<file path="src/rtl/core/skl_pkg.sv">
// Package for the sorted key list: sizes, command and status codes, result bundle.
// Used by skl_ctrl, sorted_key_list and skl_checker; depends on nothing.
package skl_pkg;

    localparam int CAPACITY_DEF = 32;
    localparam int KEY_W        = 32;

    localparam logic [1:0] CMD_INSERT = 2'd0;
    localparam logic [1:0] CMD_DELETE = 2'd1;
    localparam logic [1:0] CMD_LIST   = 2'd2;

    localparam logic [1:0] ST_OK        = 2'd0;
    localparam logic [1:0] ST_FULL      = 2'd1;
    localparam logic [1:0] ST_NOT_FOUND = 2'd2;
    localparam logic [1:0] ST_EMPTY     = 2'd3;

    typedef struct packed {
        logic                    valid;
        logic [1:0]              status;
        logic signed [KEY_W-1:0] key;
        logic                    last;
    } res_t;

endpackage

</file>
<file path="src/rtl/core/skl_ram.sv">
// Generic single-port synchronous RAM with a registered read.
// Depends on nothing.
module skl_ram #(
    parameter int WIDTH = 32,
    parameter int DEPTH = 32
) (
    input  logic                     clk,
    input  logic                     en,
    input  logic                     we,
    input  logic [$clog2(DEPTH)-1:0] addr,
    input  logic [WIDTH-1:0]         wdata,
    output logic [WIDTH-1:0]         rdata
);

    logic [WIDTH-1:0] mem [DEPTH];
    logic [WIDTH-1:0] rdata_reg;

    always_ff @(posedge clk)
    begin
        if (en)
        begin
            if (we)
            begin
                mem[addr] <= wdata;
            end
            else
            begin
                rdata_reg <= mem[addr];
            end
        end
    end

    assign rdata = rdata_reg;

endmodule

</file>
<file path="src/rtl/core/skl_ctrl.sv">
// Sequencer of the sorted key list: scans, shifts and lists the key RAM.
// Depends on skl_pkg; drives the single port of one skl_ram.
module skl_ctrl #(
    parameter int CAPACITY = skl_pkg::CAPACITY_DEF
) (
    input  logic                             clk,
    input  logic                             rst_n,
    input  logic                             start,
    input  logic [1:0]                       cmd,
    input  logic signed [skl_pkg::KEY_W-1:0] key,
    output logic                             idle,
    output logic                             mem_en,
    output logic                             mem_we,
    output logic [$clog2(CAPACITY)-1:0]      mem_addr,
    output logic [skl_pkg::KEY_W-1:0]        mem_wdata,
    input  logic [skl_pkg::KEY_W-1:0]        mem_rdata,
    output skl_pkg::res_t                    res
);

    import skl_pkg::*;

    localparam int ADDR_W = $clog2(CAPACITY);
    localparam int CNT_W  = $clog2(CAPACITY + 1);

    typedef enum logic [8:0] {
        S_IDLE    = 9'b000000001,
        S_INS_RD  = 9'b000000010,
        S_INS_WR  = 9'b000000100,
        S_DEL_RD  = 9'b000001000,
        S_DEL_CMP = 9'b000010000,
        S_SH_RD   = 9'b000100000,
        S_SH_WR   = 9'b001000000,
        S_LST_RD  = 9'b010000000,
        S_LST_OUT = 9'b100000000
    } state_t;

    state_t                  state_reg, state_next;
    logic [CNT_W-1:0]        count_reg, count_next;
    logic [CNT_W-1:0]        idx_reg, idx_next;
    logic signed [KEY_W-1:0] key_reg, key_next;
    logic [CNT_W-1:0]        idx_inc;
    logic [CNT_W-1:0]        idx_dec;
    logic                    idx_at_end;

    assign idx_inc    = idx_reg + CNT_W'(1);
    assign idx_dec    = idx_reg - CNT_W'(1);
    assign idx_at_end = (idx_inc == count_reg);
    assign idle       = (state_reg == S_IDLE);

    always_ff @(posedge clk or negedge rst_n)
    begin
        if (!rst_n)
        begin
            state_reg <= S_IDLE;
            count_reg <= '0;
            idx_reg   <= '0;
        end
        else
        begin
            state_reg <= state_next;
            count_reg <= count_next;
            idx_reg   <= idx_next;
        end
    end

    always_ff @(posedge clk)
    begin
        key_reg <= key_next;
    end

    always_comb
    begin
        state_next = state_reg;
        count_next = count_reg;
        idx_next   = idx_reg;
        key_next   = key_reg;
        mem_en     = 1'b0;
        mem_we     = 1'b0;
        mem_addr   = idx_reg[ADDR_W-1:0];
        mem_wdata  = key_reg;
        res        = '0;

        unique case (state_reg)
            S_IDLE:
            begin
                if (start)
                begin
                    key_next = key;
                    case (cmd)
                        CMD_INSERT:
                        begin
                            if (count_reg == CNT_W'(CAPACITY))
                            begin
                                res = '{valid: 1'b1, status: ST_FULL, key: key, last: 1'b1};
                            end
                            else
                            begin
                                idx_next   = count_reg;
                                state_next = S_INS_RD;
                            end
                        end
                        CMD_DELETE:
                        begin
                            if (count_reg == '0)
                            begin
                                res = '{valid: 1'b1, status: ST_EMPTY, key: key, last: 1'b1};
                            end
                            else
                            begin
                                idx_next   = '0;
                                state_next = S_DEL_RD;
                            end
                        end
                        CMD_LIST:
                        begin
                            if (count_reg == '0)
                            begin
                                res = '{valid: 1'b1, status: ST_EMPTY, key: '0, last: 1'b1};
                            end
                            else
                            begin
                                idx_next   = '0;
                                state_next = S_LST_RD;
                            end
                        end
                        default:
                        begin
                            state_next = S_IDLE;
                        end
                    endcase
                end
            end

            // Insertion walks down from the top, moving every entry that is not
            // smaller than the new key up by one place.
            S_INS_RD:
            begin
                mem_en = 1'b1;
                if (idx_reg == '0)
                begin
                    mem_we     = 1'b1;
                    count_next = count_reg + CNT_W'(1);
                    res        = '{valid: 1'b1, status: ST_OK, key: key_reg, last: 1'b1};
                    state_next = S_IDLE;
                end
                else
                begin
                    mem_addr   = idx_dec[ADDR_W-1:0];
                    state_next = S_INS_WR;
                end
            end

            S_INS_WR:
            begin
                mem_en = 1'b1;
                mem_we = 1'b1;
                if ($signed(mem_rdata) < key_reg)
                begin
                    count_next = count_reg + CNT_W'(1);
                    res        = '{valid: 1'b1, status: ST_OK, key: key_reg, last: 1'b1};
                    state_next = S_IDLE;
                end
                else
                begin
                    mem_wdata  = mem_rdata;
                    idx_next   = idx_dec;
                    state_next = S_INS_RD;
                end
            end

            S_DEL_RD:
            begin
                mem_en     = 1'b1;
                state_next = S_DEL_CMP;
            end

            S_DEL_CMP:
            begin
                if ($signed(mem_rdata) == key_reg)
                begin
                    state_next = S_SH_RD;
                end
                else if (idx_at_end)
                begin
                    res = '{valid: 1'b1, status: ST_NOT_FOUND, key: key_reg, last: 1'b1};
                    state_next = S_IDLE;
                end
                else
                begin
                    idx_next   = idx_inc;
                    state_next = S_DEL_RD;
                end
            end

            // The entries above the removed one close the gap one at a time.
            S_SH_RD:
            begin
                if (idx_at_end)
                begin
                    count_next = count_reg - CNT_W'(1);
                    res        = '{valid: 1'b1, status: ST_OK, key: key_reg, last: 1'b1};
                    state_next = S_IDLE;
                end
                else
                begin
                    mem_en     = 1'b1;
                    mem_addr   = idx_inc[ADDR_W-1:0];
                    state_next = S_SH_WR;
                end
            end

            S_SH_WR:
            begin
                mem_en     = 1'b1;
                mem_we     = 1'b1;
                mem_wdata  = mem_rdata;
                idx_next   = idx_inc;
                state_next = S_SH_RD;
            end

            S_LST_RD:
            begin
                mem_en     = 1'b1;
                state_next = S_LST_OUT;
            end

            S_LST_OUT:
            begin
                res = '{valid: 1'b1, status: ST_OK, key: $signed(mem_rdata),
                        last: idx_at_end};
                if (idx_at_end)
                begin
                    state_next = S_IDLE;
                end
                else
                begin
                    idx_next   = idx_inc;
                    state_next = S_LST_RD;
                end
            end

            default:
            begin
                state_next = S_IDLE;
            end
        endcase
    end

endmodule

</file>
<file path="src/rtl/core/sorted_key_list.sv">
// Top level of the sorted key list: sequencer, key RAM and result register.
// Depends on skl_pkg, skl_ram and skl_ctrl.
//
//  channel   direction  handshake              fields
//  request   in         start high, busy low   cmd, key
//  result    out        strobe, one cycle      status, key_out, last
//
// Insert moves every stored key not smaller than the new one up by one place, delete
// scans from the bottom and closes the gap, list reads the stored keys in turn; a refused or
// empty-table request is answered without leaving idle.
// The single RAM port serves at most one read or one write per cycle.
// Each result appears on the ports in the cycle after the sequencer produces it.
// Reset clears the state, the key count, the index and the strobe; the RAM needs no clearing pass.
// The receiver cannot stall; busy is the only back-pressure on requests.
module sorted_key_list #(
    parameter int CAPACITY = skl_pkg::CAPACITY_DEF
) (
    input  logic                             clk,
    input  logic                             rst_n,
    input  logic                             start,
    output logic                             busy,
    input  logic [1:0]                       cmd,
    input  logic signed [skl_pkg::KEY_W-1:0] key,
    output logic                             strobe,
    output logic [1:0]                       status,
    output logic signed [skl_pkg::KEY_W-1:0] key_out,
    output logic                             last
);

    import skl_pkg::*;

    localparam int ADDR_W = $clog2(CAPACITY);

    logic              idle;
    logic              mem_en;
    logic              mem_we;
    logic [ADDR_W-1:0] mem_addr;
    logic [KEY_W-1:0]  mem_wdata;
    logic [KEY_W-1:0]  mem_rdata;
    res_t              res;

    logic                    strobe_reg;
    logic [1:0]              status_reg;
    logic signed [KEY_W-1:0] key_out_reg;
    logic                    last_reg;

    skl_ctrl #(
        .CAPACITY (CAPACITY)
    ) u_ctrl (
        .clk       (clk),
        .rst_n     (rst_n),
        .start     (start),
        .cmd       (cmd),
        .key       (key),
        .idle      (idle),
        .mem_en    (mem_en),
        .mem_we    (mem_we),
        .mem_addr  (mem_addr),
        .mem_wdata (mem_wdata),
        .mem_rdata (mem_rdata),
        .res       (res)
    );

    skl_ram #(
        .WIDTH (KEY_W),
        .DEPTH (CAPACITY)
    ) u_ram (
        .clk   (clk),
        .en    (mem_en),
        .we    (mem_we),
        .addr  (mem_addr),
        .wdata (mem_wdata),
        .rdata (mem_rdata)
    );

    always_ff @(posedge clk or negedge rst_n)
    begin
        if (!rst_n)
        begin
            strobe_reg <= 1'b0;
        end
        else
        begin
            strobe_reg <= res.valid;
        end
    end

    always_ff @(posedge clk)
    begin
        if (res.valid)
        begin
            status_reg  <= res.status;
            key_out_reg <= res.key;
            last_reg    <= res.last;
        end
    end

    assign busy    = !idle;
    assign strobe  = strobe_reg;
    assign status  = status_reg;
    assign key_out = key_out_reg;
    assign last    = last_reg;

endmodule

</file>
<file path="config.mk">
export PLATFORM = sky130hd
export DESIGN_NAME = sorted_key_list
export DESIGN_NICKNAME = d
export VERILOG_FILES = /design/src/rtl/core/skl_pkg.sv /design/src/rtl/core/skl_ram.sv /design/src/rtl/core/skl_ctrl.sv /design/src/rtl/core/sorted_key_list.sv
export SDC_FILE = /design/constraint.sdc
export NUM_CORES = 1
export LEC_CHECK = 0
export BUFFER_PORTS_ARGS = -buffer_cell sky130_fd_sc_hd__buf_2
export CORE_UTILIZATION = 44
export DETAILED_ROUTE_END_ITERATION = 8
export PLACE_DENSITY = 0.67
export SLEW_MARGIN = 20
export SYNTH_ARGS = -nofsm -noshare
export SYNTH_HDL_FRONTEND = slang
export SYNTH_SLANG_ARGS = --single-unit
</file>
<file path="constraint.sdc">
create_clock -name clk -period 14.5 [get_ports clk]
set_clock_uncertainty 0.1 [all_clocks]
set_input_delay 2.9 -clock clk [delete_from_list [all_inputs] [get_ports clk]]
set_output_delay 2.9 -clock clk [all_outputs]
set_load 0.01 [all_outputs]
</file>
==> flow_metrics.tcl, run 1 <==
set metrics [dict create \
    synth.distinct_cells 71 \
    drt-vias-per-instance 6.25 \
    row_count 117 \
    cts_tree "built" \
    dp.cells 4338 \
    clock_latency_ns 0.70 \
    worst-path-max-fanout 52 \
    syn2layout_area_growth_pct 13.2 \
    cap_violations 0 \
    synth_area_sq_mm 0.0452 \
    arrival_ns 6.48 \
    path_cells "buf_4, nand4_2, or3_1, a2111oi_4, nand2_4, o21ai_0, nand2_1, mux2i_1, nand2_1, nor2_4, buf_4" \
    outcome "finished, final reports clean" \
    hold_viol_final 0 \
    max_stage_delay_ns 0.72 \
    port_buffers 73 \
    gp_congestion 0.875 \
    ant_nets 0 \
    synth_ff_type "edfxtp_1" \
    numCtsBuffers 109 \
    cts_sinks 1145 \
    cts_setup_buffers 0 \
    grt.total_usage 0.242 \
    drt_wl_total_mm 127 \
    cts_resized 0 \
    drt-pass1-iter-count 5 \
    vias 28400 \
    dp_hpwl_mm 71.2 \
    grt_pass1_vias 27000 \
    drive_above_1_share 0.128 \
    crit_path_start_kind "flip-flop" \
    max_freq_ghz 0.159 \
    period_share 0.433 \
    drc 0 \
    regToRegSetupSlack_ns 8.22 \
    slew_headroom 0.236 \
    endpoint_kind "flip-flop" \
    crit_type "reg2reg" \
    setup_viol_count_final 0 \
    slowest_stage "nand2_1" \
    crit_buf_inv 2 \
    largest-register "u_ram.mem" \
    htreeDepth 3 \
    yosysWarningCount 0 \
    synthCells 3019 \
    wire_per_inst_microns 28.0 \
    synth.net_count 3100 \
    drt_iter0_drc 4055 \
    rsz0062_at_grt "false" \
    power_density_mw_per_mm2 173 \
    cts_hold_buf 0 \
    cts.clk_slew.worst_paths_ns 0.07 \
    grt_pass1_wl_mm 185 \
    largest_reg_flops 1024 \
    nFillCells 8316 \
    critPathTopFamily "simple AND/OR/NAND/NOR gates" \
    multiInputGateArea_sq_mm 0.0102 \
    leakage_uw 0.0165 \
    coreArea_sq_mm 0.102 \
    tns_ns 0 \
    regArea_sq_mm 0.0343 \
    root_buffer "clkbuf_16" \
    cts_buffer_depth 3 \
    final_cells 4539 \
    dieArea_sq_mm 0.104 \
    tightest_slew_ns 1.15 \
    synthArstFlopShare 0.0192 \
    report.final.slew_viol_count 0 \
    ys_seq_elements 1145 \
    die_w_microns 322 \
    crit_required_ns 14.70 \
    die_h_microns 322 \
    nNetsFinal 3162 \
    start_util 0.444 \
    overflow 0 \
    ios 74 \
    grt_max_degree 157 \
    avgSynthCellArea_sq_um 15.0 \
    synth_edf_count 1123 \
    hp-class "reg2reg" \
    synth-seq-area-share 0.759 \
    antenna_found_initial 3 \
    layout_min_cycle_time_ns 6.28 \
    peakVddDrop_uv 157 \
]
final timing paths:
path	startpoint	to	cells after the start
max	u_ctrl.idx_reg[0]	u_ram.mem[10][8]	11
min	u_ctrl.state_reg[3]	u_ctrl.state_reg[8]	1
max reg2reg	u_ctrl.idx_reg[0]	u_ram.mem[10][8]	11
min reg2reg	u_ctrl.state_reg[3]	u_ctrl.state_reg[8]	1
max in group asynchronous	rst_n	u_ctrl.idx_reg[0]	1
min in group asynchronous	rst_n	u_ctrl.state_reg[6]	1
cell usage in the layout (no fill, tap or decap), types with 6 or more instances in the layout:
| cell type | n |
|---|---|
| edfxtp_1 | 1123 |
| nand2_1 | 507 |
| a21oi_1 | 265 |
| a221oi_1 | 259 |
| o22ai_1 | 146 |
| clkbuf_16 | 110 |
| buf_2 | 73 |
| buf_4 | 56 |
| o21ai_0 | 53 |
| inv_1 | 47 |
| ha_1 | 43 |
| mux2i_1 | 38 |
| a22oi_1 | 36 |
| mux2_2 | 35 |
| or4_1 | 33 |
| nor2_4 | 32 |
| nor2_1 | 30 |
| clkinv_1 | 30 |
| clkbuf_1 | 21 |
| clkinv_2 | 21 |
| dfrtp_1 | 20 |
| a21o_1 | 13 |
| xnor2_1 | 11 |
| nor3_1 | 10 |
| buf_16 | 10 |
| bufinv_16 | 9 |
| nand3_1 | 8 |
| buf_12 | 8 |
| nand4_1 | 7 |
| a211oi_1 | 6 |
worst reg2reg max path, cell delays in order (launching register included):
cell       delay, ns
dfrtp_2         0.36
buf_4           0.66
nand4_2         0.25
or3_1           0.44
a2111oi_4       0.51
nand2_4         0.17
o21ai_0         0.56
nand2_1         0.72
mux2i_1         0.36
nand2_1         0.50
nor2_4          0.64
buf_4           0.56
layer usage:
metal,wire (microns),track usage,vias to the layer above,part of all wire
met3,15600,0.0535,223,0.12
met5,0,0,-,0
met2,58400,0.375,1930,0.46
met1,49800,0.343,14100,0.39
met4,3490,0.0735,0,0.027
li1,-,-,12100,-
area by class of cell:
cell class | count | area share
Antenna cell | 1 | 0.0000490
Clock buffer | 132 | 0.0557
Clock inverter | 68 | 0.0121
Inverter | 51 | 0.00375
Multi-Input combinational cell | 1627 | 0.200
Sequential cell | 1145 | 0.671
Tap cell | 1368 | 0.0335
Timing Repair Buffer | 147 | 0.0239
cell usage after synthesis (all sizes together) (3+ instances only):
library cell     n  area (sq um)
or3              9          56.3
o22ai          146           913
nor2            62           233
edfxtp        1123         33700
buf             63           298
dfrtp           21           526
xnor2           13           114
or4             33           248
a221oi         259          2270
nand2          509          1920
inv             50           188
a21o            14           105
xor2             3          26.3
mux2i           39           390
nor3b            6          50.1
a211oi           6          45.0
a22oi           36           270
clkbuf         133           500
ha              43           538
nand4            8          56.3
o211ai           5          37.5
nor3            11          55.1
nand3           13          75.1
o21ai           56           280
nand2b           5          31.3
a21oi          267          1340
nor2b            5          31.3
mux2            35           394
per-stage QoR:
stage / hold WS, ns / cell area, sq um / utilization / worst slack, ns / total power [uW]
3_5_place_dp: 0.417 / 47600 / 0.468 / 8.39 / 6110
2_1_floorplan: 0.370 / 45200 / - / 9.31 / 5360
5_1_grt: 0.489 / 51100 / 0.502 / 7.97 / 9170
3_3_place_gp: 0.425 / 47300 / 0.465 / 8.32 / 6080
4_1_cts: 0.445 / 51100 / 0.502 / 8.32 / 8860
6_report: 0.457 / 51100 / 0.502 / 8.22 / 8870
where the power goes:
part	internal, uW	leakage, uW	switching (uW)
combinational	578	0.00441	1540
clock	1560	0.00170	1220
sequential	3910	0.0104	52.2
cells by family (layout without fill, tap and decap cells):
logic type,Yosys count,after routing,share of synthesized area
AO/OA/AOI/OAI,818,818,0.123
XOR/XNOR,16,16,0.00310
adder cells (fa/ha/maj),44,44,0.0124
buffers and inverters,247,398,0.0219
flip-flops,1145,1145,0.759
multiplexers,74,74,0.0174
other,0,1,0
AND/OR/NAND/NOR,675,675,0.0635
Note: power is estimated with default switching activity, not from simulation.
==> inputs of run 2 (changes only) <==
clock period = 5.83 ns   (was 14.5 ns; I/O delays follow)
==> run 2 against run 1 <==
Net effect: non-clock buffer count up 33; combinational power grew 140%; clock power increased to 2.5 times the previous value; critical path type unchanged; flip-flop and latch count stayed put; highest routed layer unchanged; final cell count rose by 0.73%; routed wire length up 0.11%; sequential share of layout area shrank 0.72 points; register-to-register slack worse by 7.4 ns; first-iteration DRC count fell by 0.64%; hold slack worse by 0.098 ns; sequential power grew 150%.
==> flow_metrics.tcl, run 2 (same netlist as run 1, synthesis figures left out) <==
set metrics [dict create \
    worst-path-max-fanout 25 \
    period_share 0.862 \
    start_util 0.444 \
    cts_sinks 1145 \
    nNetsFinal 3193 \
    row_count 117 \
    die_w_microns 322 \
    port_buffers 73 \
    cts_hold_buf 0 \
    drive_above_1_share 0.138 \
    endpoint_kind "flip-flop" \
    outcome "finished, final reports clean" \
    layout_min_cycle_time_ns 5.02 \
    hold_viol_final 0 \
    leakage_uw 0.0168 \
    final_common_cell "edfxtp_1" \
    crit_required_ns 6.09 \
    cap_violations 0 \
    cts_buffer_depth 3 \
    wire_per_inst_microns 27.8 \
    drt_wl_total_mm 127 \
    path_depth 13 \
    tns_ns 0 \
    nFillCells 8243 \
    report.final.slew_viol_count 0 \
    syn2layout_area_growth_pct 14.4 \
    slowest_stage "or3_2" \
    drt_iter0_drc 4029 \
    critPathTopFamily "simple AND/OR/NAND/NOR gates" \
    worstReg2RegStart "u_ctrl.idx_reg[0]" \
    drc 0 \
    grt.total_usage 0.243 \
    gp_congestion 0.890 \
    numCtsBuffers 107 \
    vias 28500 \
    setup_viol_count_final 0 \
    dp_hpwl_mm 70.3 \
    hp-class "in2async" \
    cts.clk_slew.worst_paths_ns 0.06 \
    slew_headroom 0.301 \
    timing.hold.ws_ns 0.359 \
    grt_pass1_vias 26800 \
    layout_common_cells "edfxtp_1, nand2_1, a21oi_1" \
    coreArea_sq_mm 0.102 \
    ant_nets 0 \
    cts_tree "built" \
    drt-pass1-iter-count 8 \
    worstRegToRegCells 13 \
    dieArea_sq_mm 0.104 \
    crit_buf_inv 4 \
    r2r_end "u_ram.mem[16][30]" \
    grt_pass1_wl_mm 185 \
    diodes 0 \
    peakVddDrop_uv 305 \
    crit_end "u_ram.mem[16][30]" \
    drt-vias-per-instance 6.24 \
    crit_path_start_kind "flip-flop" \
    largest-register "u_ram.mem" \
    rsz0062_at_grt "false" \
    cts_resized 0 \
    setup.worst_path.start "u_ctrl.idx_reg[0]" \
    max_stage_delay_ns 0.86 \
    root_buffer "clkbuf_16" \
    path_cells "buf_4, nand4_2, or3_1, a2111oi_4, nand2_4, nand2_2, inv_2, a221o_1, o311ai_2, inv_2, or3_2, nor2_4, buf_4" \
    overflow 0 \
    cts_setup_buffers 0 \
    clock_latency_ns 0.71 \
    power_density_mw_per_mm2 427 \
    regToRegSetupSlack_ns 0.81 \
    die_h_microns 322 \
    max_freq_ghz 0.199 \
    arrival_ns 5.29 \
    grt_max_degree 129 \
    tightest_slew_ns 1.05 \
    htreeDepth 3 \
    largest_reg_flops 1024 \
    ios 74 \
    crit_type "reg2reg" \
    antenna_found_initial 2 \
]
==> run 2: layout make-up <==
type                    instances  area [sq um]  share of cell area
clock buffers                 123          2760              0.0534
multi-input cells            1627         10200               0.198
repair buffers                180          1730              0.0335
flip-flops and latches       1145         34300               0.663
well taps                    1368          1710              0.0331
clock inverters                78           756              0.0146
inverters                      51           191             0.00371
==> run 2: where the power goes <==
group          total [uW]  switching [uW]  internal [uW]
sequential           9860             139           9720
combinational        5180            3640           1540
clock                7020            3000           4010
==> run 2: worst min-delay path by stage <==
stage | from | depth (start not counted) | endpoint
detailed placement | u_ctrl.state_reg[7] | 1 | u_ctrl.state_reg[4]
floorplan | u_ctrl.state_reg[7] | 1 | u_ctrl.state_reg[4]
finish | rst_n | 1 | u_ctrl.state_reg[7]
global placement | u_ctrl.state_reg[7] | 1 | u_ctrl.state_reg[4]
global route | rst_n | 1 | u_ctrl.state_reg[7]
CTS | rst_n | 1 | u_ctrl.state_reg[4]
==> run 2: worst reg2reg max path, cell delays in order (launching register included) <==
cell and delay (ns):
dfrtp_2 0.36, buf_4 0.33, nand4_2 0.19, or3_1 0.43
a2111oi_4 0.54, nand2_4 0.18, nand2_2 0.17, inv_2 0.10
a221o_1 0.37, o311ai_2 0.16, inv_2 0.12, or3_2 0.86
nor2_4 0.42, buf_4 0.36
==> run 2: routing by layer <==
layer / vias up / part of all wire / wire length (microns) / GRT usage
met2: 1845 / 0.47 / 60100 / 0.384
li1: 12100 / - / - / -
met5: - / 0 / 0 / 0
met1: 14400 / 0.39 / 49700 / 0.342
met4: 0 / 0.025 / 3130 / 0.0729
met3: 201 / 0.11 / 14400 / 0.0440
==> run 2: stage by stage <==
stage / utilization / power [uW] / setup WS [ns] / cells / instance area (sq um)
after CTS: 0.508 / 22100 / 0.863 / 4572 / 51700
after global routing: 0.508 / 22900 / 0.616 / 4572 / 51700
after floorplan: - / 13300 / 0.644 / 3019 / 45200
after detailed placement: 0.473 / 15100 / 0.900 / 4371 / 48200
after global placement: 0.473 / 15100 / 1.01 / 4371 / 48200
final: 0.508 / 22100 / 0.807 / 4572 / 51700
